[src/rtl/core/bpp_pkg.sv]
// ----------------------------------------------------------------------------
// bpp_pkg
// Shared types, constants and helper functions for the bit set pair counter.
// ----------------------------------------------------------------------------
package bpp_pkg;

  // largest bit set length in 64-bit words
  localparam int unsigned MAX_WORDS       = 64;
  localparam int unsigned WORD_W          = 64;
  localparam int unsigned BYTES_PER_WORD  = WORD_W / 8;
  localparam int unsigned VBYTES_W        = 4;
  localparam int unsigned COUNT_W         = 13;
  localparam int unsigned COUNT_FIELD_MAX = (1 << COUNT_W) - 1;
  localparam int unsigned COUNT_LIMIT     = (MAX_WORDS * WORD_W > COUNT_FIELD_MAX) ?
                                            COUNT_FIELD_MAX : MAX_WORDS * WORD_W;
  // ones in one word: 0..64
  localparam int unsigned ONES_W          = 7;
  localparam int unsigned MODE_W          = 3;

  // bitwise operation selected by the mode register
  typedef enum logic [MODE_W-1:0] {
    MODE_AND  = 3'd0,
    MODE_OR   = 3'd1,
    MODE_XNOR = 3'd2,
    MODE_XOR  = 3'd3,
    MODE_ANDN = 3'd4
  } count_mode_t;

  // per-beat result of the word evaluation
  typedef struct packed {
    logic [ONES_W-1:0] ones;
    logic              subset_miss;
  } word_eval_t;

  // ones in a 32-bit value: pairwise, nibble and byte folding
  function automatic logic [5:0] ones32(input logic [31:0] v);
    logic [31:0] s1;
    logic [31:0] s2;
    logic [31:0] s3;
    s1 = v - ((v >> 1) & 32'h5555_5555);
    s2 = (s1 & 32'h3333_3333) + ((s1 >> 2) & 32'h3333_3333);
    s3 = (s2 + (s2 >> 4)) & 32'h0F0F_0F0F;
    return 6'(s3[7:0]) + 6'(s3[15:8]) + 6'(s3[23:16]) + 6'(s3[31:24]);
  endfunction

  // ones in a 64-bit word
  function automatic logic [ONES_W-1:0] ones64(input logic [WORD_W-1:0] v);
    return ONES_W'(ones32(v[31:0])) + ONES_W'(ones32(v[63:32]));
  endfunction

endpackage

[src/rtl/core/bitset_pair_popcount_top.sv]
// ----------------------------------------------------------------------------
// bitset_pair_popcount_top
// Streams two bit sets as 64-bit word pairs, counts the ones of a selected
// bitwise operation and tests whether the first set is a subset of the second.
// ----------------------------------------------------------------------------
// Usage:
//   - Input beats carry one word pair each; in_last_word closes a set pair
//     and in_valid_bytes picks how many low bytes of that last word count.
//   - One result beat per set pair: the saturating count and the subset flag.
//   - cfg_wr_en/cfg_wr_data load the operation mode; write it between set
//     pairs only.
//   - A beat lands in the input register and is counted from there; for a
//     last word the result then lands in the output register, and out_valid
//     rises as that register is written, after any held result is taken.
//   - Throughput: one beat per cycle while no last word waits on a held result;
//     the 64-bit popcount plus accumulate of one word is logic between the two registers.
//   - A stalled receiver holds the result; non-last beats keep flowing into
//     the accumulator, and a second last word waits in the input register
//     until the held result is taken.
//   - Reset clears the mode to AND, the count to zero and the subset flag to
//     one, and drops both valids.
// ----------------------------------------------------------------------------
module bitset_pair_popcount_top
  import bpp_pkg::*;
(
  input  logic                clk,
  input  logic                rst_n,
  // configuration
  input  logic                cfg_wr_en,
  input  logic [MODE_W-1:0]   cfg_wr_data,
  // input channel
  input  logic                in_valid,
  output logic                in_ready,
  input  logic [WORD_W-1:0]   in_word_a,
  input  logic [WORD_W-1:0]   in_word_b,
  input  logic [VBYTES_W-1:0] in_valid_bytes,
  input  logic                in_last_word,
  // result channel
  output logic                out_valid,
  input  logic                out_ready,
  output logic [COUNT_W-1:0]  out_bit_count,
  output logic                out_is_subset
);

  logic [MODE_W-1:0]   mode_r;
  logic                s1_valid_r;
  logic [WORD_W-1:0]   s1_word_a_r;
  logic [WORD_W-1:0]   s1_word_b_r;
  logic [VBYTES_W-1:0] s1_valid_bytes_r;
  logic                s1_last_r;
  logic [COUNT_W-1:0]  running_count_r;
  logic [COUNT_W-1:0]  running_count_nxt;
  logic                subset_so_far_r;
  logic                subset_so_far_nxt;
  logic                out_valid_r;
  logic [COUNT_W-1:0]  out_bit_count_r;
  logic                out_is_subset_r;
  logic                s1_go;
  logic                in_fire;
  logic [COUNT_W:0]    sum;
  word_eval_t          eval;

  // mode register
  always_ff @(posedge clk) begin
    if (!rst_n) begin
      mode_r <= MODE_AND;
    end else if (cfg_wr_en) begin
      mode_r <= cfg_wr_data;
    end
  end

  // handshake: stage 1 drains unless its last beat meets a held result
  assign s1_go    = s1_valid_r && (!s1_last_r || !out_valid_r || out_ready);
  assign in_ready = !s1_valid_r || s1_go;
  assign in_fire  = in_valid && in_ready;

  // input register
  always_ff @(posedge clk) begin
    if (!rst_n) begin
      s1_valid_r <= 1'b0;
    end else if (in_ready) begin
      s1_valid_r <= in_valid;
    end
  end

  always_ff @(posedge clk) begin
    if (in_fire) begin
      s1_word_a_r      <= in_word_a;
      s1_word_b_r      <= in_word_b;
      s1_valid_bytes_r <= in_valid_bytes;
      s1_last_r        <= in_last_word;
    end
  end

  bpp_word_eval u_word_eval (
    .count_mode  (mode_r),
    .word_a      (s1_word_a_r),
    .word_b      (s1_word_b_r),
    .valid_bytes (s1_valid_bytes_r),
    .last_word   (s1_last_r),
    .result      (eval)
  );

  // saturating accumulate and subset tracking
  assign sum = (COUNT_W+1)'(running_count_r) + (COUNT_W+1)'(eval.ones);

  always_comb begin
    running_count_nxt = (sum > (COUNT_W+1)'(COUNT_LIMIT)) ? COUNT_W'(COUNT_LIMIT)
                                                         : sum[COUNT_W-1:0];
    subset_so_far_nxt = subset_so_far_r && !eval.subset_miss;
  end

  always_ff @(posedge clk) begin
    if (!rst_n) begin
      running_count_r <= '0;
      subset_so_far_r <= 1'b1;
    end else if (s1_go) begin
      if (s1_last_r) begin
        running_count_r <= '0;
        subset_so_far_r <= 1'b1;
      end else begin
        running_count_r <= running_count_nxt;
        subset_so_far_r <= subset_so_far_nxt;
      end
    end
  end

  // result register
  always_ff @(posedge clk) begin
    if (!rst_n) begin
      out_valid_r <= 1'b0;
    end else if (s1_go && s1_last_r) begin
      out_valid_r <= 1'b1;
    end else if (out_ready) begin
      out_valid_r <= 1'b0;
    end
  end

  always_ff @(posedge clk) begin
    if (s1_go && s1_last_r) begin
      out_bit_count_r <= running_count_nxt;
      out_is_subset_r <= subset_so_far_nxt;
    end
  end

  assign out_valid     = out_valid_r;
  assign out_bit_count = out_bit_count_r;
  assign out_is_subset = out_is_subset_r;

  // checks
  a_count_limit: assert property (@(posedge clk) disable iff (!rst_n)
    running_count_r <= COUNT_W'(COUNT_LIMIT))
    else $error("running count above limit");

  a_result_follows_last: assert property (@(posedge clk) disable iff (!rst_n)
    (s1_go && s1_last_r) |=> out_valid_r)
    else $error("last beat did not produce a result");

  a_state_clears: assert property (@(posedge clk) disable iff (!rst_n)
    (s1_go && s1_last_r) |=> (running_count_r == '0 && subset_so_far_r))
    else $error("state not cleared after result");

  a_no_overwrite: assert property (@(posedge clk) disable iff (!rst_n)
    (out_valid_r && !out_ready) |-> !(s1_go && s1_last_r))
    else $error("held result overwritten");

endmodule

[src/rtl/core/bpp_word_eval.sv]
// ----------------------------------------------------------------------------
// bpp_word_eval
// Counts the ones of the selected operation over the valid bytes of one word
// pair and flags a bit of the first word that is missing from the second.
// ----------------------------------------------------------------------------
module bpp_word_eval
  import bpp_pkg::*;
(
  input  logic [MODE_W-1:0]   count_mode,
  input  logic [WORD_W-1:0]   word_a,
  input  logic [WORD_W-1:0]   word_b,
  input  logic [VBYTES_W-1:0] valid_bytes,
  input  logic                last_word,
  output word_eval_t          result
);

  logic [WORD_W-1:0] byte_mask;
  logic [WORD_W-1:0] op_word;

  // only the low valid bytes take part on the final beat
  always_comb begin
    for (int i = 0; i < BYTES_PER_WORD; i++) begin
      byte_mask[i*8 +: 8] = (!last_word || (valid_bytes > VBYTES_W'(i))) ? 8'hFF : 8'h00;
    end
  end

  // operation decode; unused codes contribute nothing
  always_comb begin
    unique case (count_mode)
      MODE_AND:  op_word = word_a & word_b;
      MODE_OR:   op_word = word_a | word_b;
      MODE_XNOR: op_word = ~(word_a ^ word_b);
      MODE_XOR:  op_word = word_a ^ word_b;
      MODE_ANDN: op_word = word_a & ~word_b;
      default:   op_word = '0;
    endcase
  end

  assign result.ones        = ones64(op_word & byte_mask);
  assign result.subset_miss = |(word_a & ~word_b & byte_mask);

endmodule

[config.mk]
export PLATFORM = sky130hd
export DESIGN_NAME = bitset_pair_popcount_top
export DESIGN_NICKNAME = d
export VERILOG_FILES = /design/src/rtl/core/bpp_pkg.sv /design/src/rtl/core/bitset_pair_popcount_top.sv /design/src/rtl/core/bpp_word_eval.sv
export SDC_FILE = /design/constraint.sdc
export NUM_CORES = 1
export LEC_CHECK = 0
export BUFFER_PORTS_ARGS = -buffer_cell sky130_fd_sc_hd__buf_2
export CAP_MARGIN = 0
export CORE_ASPECT_RATIO = 1.5
export CORE_MARGIN = 2
export CORE_UTILIZATION = 39
export DETAILED_ROUTE_END_ITERATION = 12
export GPL_ROUTABILITY_DRIVEN = 0
export PLACE_DENSITY = 0.63
export SETUP_SLACK_MARGIN = 0.4
export SKIP_LAST_GASP = 1
export SYNTH_ARGS = -nofsm -noshare
export SYNTH_HDL_FRONTEND = slang
export SYNTH_SLANG_ARGS = --single-unit
export TNS_END_PERCENT = 5
[constraint.sdc]
create_clock -name clk -period 14.7 [get_ports clk]
set_input_delay 1.47 -clock clk [delete_from_list [all_inputs] [get_ports clk]]
set_output_delay 1.47 -clock clk [all_outputs]
set_load 0.03 [all_outputs]
==> flow_metrics.tcl <==
set metrics [dict create \
    hold_path_depth 2 \
    cts_root_buf "clkbuf_16" \
    synthFlopType "edfxtp_1" \
    final.period_utilization_pct 80.6 \
    reg2reg_to "running_count_r[10]" \
    cp-end-kind "flip-flop" \
    hp-class "reg -> reg" \
    coreArea_mm2 0.0438 \
    ys_seq_area_share_pct 27.9 \
    area_growth_syn_to_layout_pct 11.2 \
    nets 2508 \
    clock_path_buffers 2 \
    tns_ns 0 \
    wl_per_cell_um 16.4 \
    hold-worst-slack_ns 0.553 \
    r2r_cells 39 \
    dp_cells 2536 \
    dp_hpwl_um 34100 \
    clkTransAtPathRegs_ns 0.07 \
    avgSynthCellArea_um2 9.29 \
    status "completed" \
    met2_usage_pct 34.5 \
    setup_viol 0 \
    rsz0062_at_grt "false" \
    post_cts_resized 0 \
    min-delay-start "running_count_r[11]" \
    slew_headroom_pct 22.0 \
    via_count 13100 \
    ys_types 83 \
    syn-cell-area_mm2 0.0172 \
    fmax_mhz 84.4 \
    std_cell_rows 94 \
    fin_worst_skew_ns 0.00802 \
    dieArea_mm2 0.0458 \
    fin_cells 2568 \
    wl_um 42200 \
    grt_use_total_pct 18.6 \
    first_pass_iters 5 \
    min_period_ns 11.84 \
    io_buffers 156 \
    grt_busiest_layer "met2" \
    diodes 0 \
    hold_viol 0 \
    use_met1_pct 20.3 \
    synth_cells 1851 \
    min_to "running_count_r[11]" \
    synth_edf_count 147 \
    setup_ws_ns 2.86 \
    worst_slew_pin_slew_ns 1.17 \
    h-tree-depth 4 \
    viasPerCell 5.12 \
    synth-seq-cells 166 \
    max_cap_violations 0 \
    r2r_slack_ns 2.86 \
    start_kind "flip-flop" \
    path_class "reg -> reg" \
    grt_pass1_vias 13400 \
    cts_setup_buffers 0 \
    dp_slack_ns 2.98 \
    cp.arrival_ns 12.24 \
    crit_path_max_fanout 38 \
    antenna_found_initial 0 \
    clock_latency_ns 0.46 \
    cpMostUsedCell "fa_1" \
    drt-initial-drc-count 795 \
    gr-usage-met3_pct 2.26 \
    tritoncts "yes" \
    critPathMaxStageDelay_ns 0.79 \
    required_ns 15.10 \
    ys.warnings.count 0 \
    grt_pass1_wl_um 67100 \
    synth_nets 2380 \
    nFillCells 4271 \
    drc 0 \
    critPathSlowestCell "nand2b_1" \
    r2r_start "mode_r[2]" \
    final_layout_size_suffix_gt1_share_pct 11.8 \
    numCtsBuffers 17 \
    slew_violations 0 \
    fp.dieW_um 175 \
    grt_max_degree 80 \
    start_util_pct 39.3 \
    cts.sinks 166 \
    die_h_um 261 \
    io_pins 157 \
    ctsHoldBuffers 0 \
    drtAntennaViolNets 0 \
    grt_overflow 0 \
    async_flop_share_pct 0 \
]
stage by stage:
stage / area, um2 / utilization (%)
final: 19100 / 43.7
after global routing: 19100 / 43.7
after CTS: 19100 / 43.7
after detailed placement: 18500 / 42.4
after global placement: 18500 / 42.4
after floorplan: 17200 / -
synthesized netlist by cell type, drive strengths merged (5+ instances only):
master	instances	share of area, %
nor3	18	0.59
xnor2	50	2.5
dfxtp	19	2.2
o221ai	6	0.34
o21ai	85	2.5
mux2i	23	1.3
ha	342	25
a211oi	24	1.1
and2	20	0.73
inv	283	6.2
o311ai	5	0.25
fa	46	5.4
nand2	121	2.6
a21o	29	1.3
a21boi	9	0.39
nand2b	50	1.8
edfxtp	147	26
a31oi	16	0.58
o22ai	24	0.91
buf	36	1.1
nor4	16	0.58
nor2b	34	1.2
o21a	9	0.39
nor2	122	2.7
clkbuf	23	0.50
o31a	5	0.25
or2	7	0.25
a21oi	110	3.3
xor2	47	2.4
nand3b	8	0.35
o31ai	8	0.44
o41ai	5	0.39
a211o	8	0.41
o211ai	9	0.42
a22oi	11	0.48
nand3	20	0.58
worst max-delay path: cells and delay by family (launching register included):
family                     cells  cell delay (ns)
AOI/OAI and AO/OA             17             4.53
adders and majority gates     10             4.41
and+or+nand+nor                4             1.22
DFF                            1             0.78
xor gates and xnor gates       3             0.58
buffers and inverters          5             0.26
worst max-delay path by stage:
stage	endpoint	start	cells past startpoint	slack, ns
5_1_grt	running_count_r[10]	mode_r[2]	39	2.10
3_3_place_gp	running_count_r[10]	mode_r[2]	38	3.19
6_report	running_count_r[10]	mode_r[2]	39	2.86
4_1_cts	running_count_r[10]	mode_r[2]	38	2.91
3_5_place_dp	running_count_r[10]	mode_r[2]	38	2.98
2_1_floorplan	running_count_r[10]	mode_r[0]	49	3.72
registers in the layout, indices dropped and copies added (netlist names):
register          count
subset_so_far_r       1
out_is_subset         1
mode_r                3
running_count_r      13
out_valid             1
s1_valid_r            1
s1_word_a_r          64
s1_last_r             1
out_bit_count        13
s1_word_b_r          64
s1_valid_bytes_r      4
placed cells by master (no fill, tap or decap), drive strengths merged, types with 29 or more instances in the layout:
| master | instances |
|---|---|
| nand2b | 50 |
| inv | 290 |
| xor2 | 47 |
| o21ai | 85 |
| xnor2 | 50 |
| buf | 168 |
| nor2 | 122 |
| fa | 46 |
| a21o | 29 |
| edfxtp | 147 |
| nand2 | 121 |
| ha | 342 |
| nor2b | 34 |
| a21oi | 110 |
cell type report:
| class | count | area (um2) | share of cell area [%] |
|---|---|---|---|
| Inverter | 283 | 1060 | 5.55 |
| Timing Repair Buffer | 168 | 871 | 4.55 |
| Clock inverter | 14 | 164 | 0.857 |
| Sequential cell | 166 | 4800 | 25.1 |
| Tap cell | 576 | 721 | 3.77 |
| Multi-Input combinational cell | 1343 | 11100 | 57.9 |
| Clock buffer | 18 | 429 | 2.24 |
routing by layer:
metal,part of all wire [%],up-vias,routed length [um]
met5,0,-,0
met4,5.4,0,2270
met3,3.4,95,1420
met2,51,298,21700
met1,40,6200,16800
li1,-,6548,-
cells by family (layout without fill, tap and decap cells):
group / count (synthesis) / after routing / share of synthesized area [%]
adder cells (fa/ha/maj): 389 / 389 / 30.3
flip-flops: 166 / 166 / 27.9
multiplexers: 25 / 25 / 1.47
AND/OR/NAND/NOR: 445 / 445 / 12.8
buffers and inverters: 342 / 483 / 7.79
AO/OA/AOI/OAI: 387 / 387 / 14.8
XOR/XNOR: 97 / 97 / 4.94
Power is not shown: default switching activity piles up to over one toggle a cycle in this logic, so the estimate is an artifact.
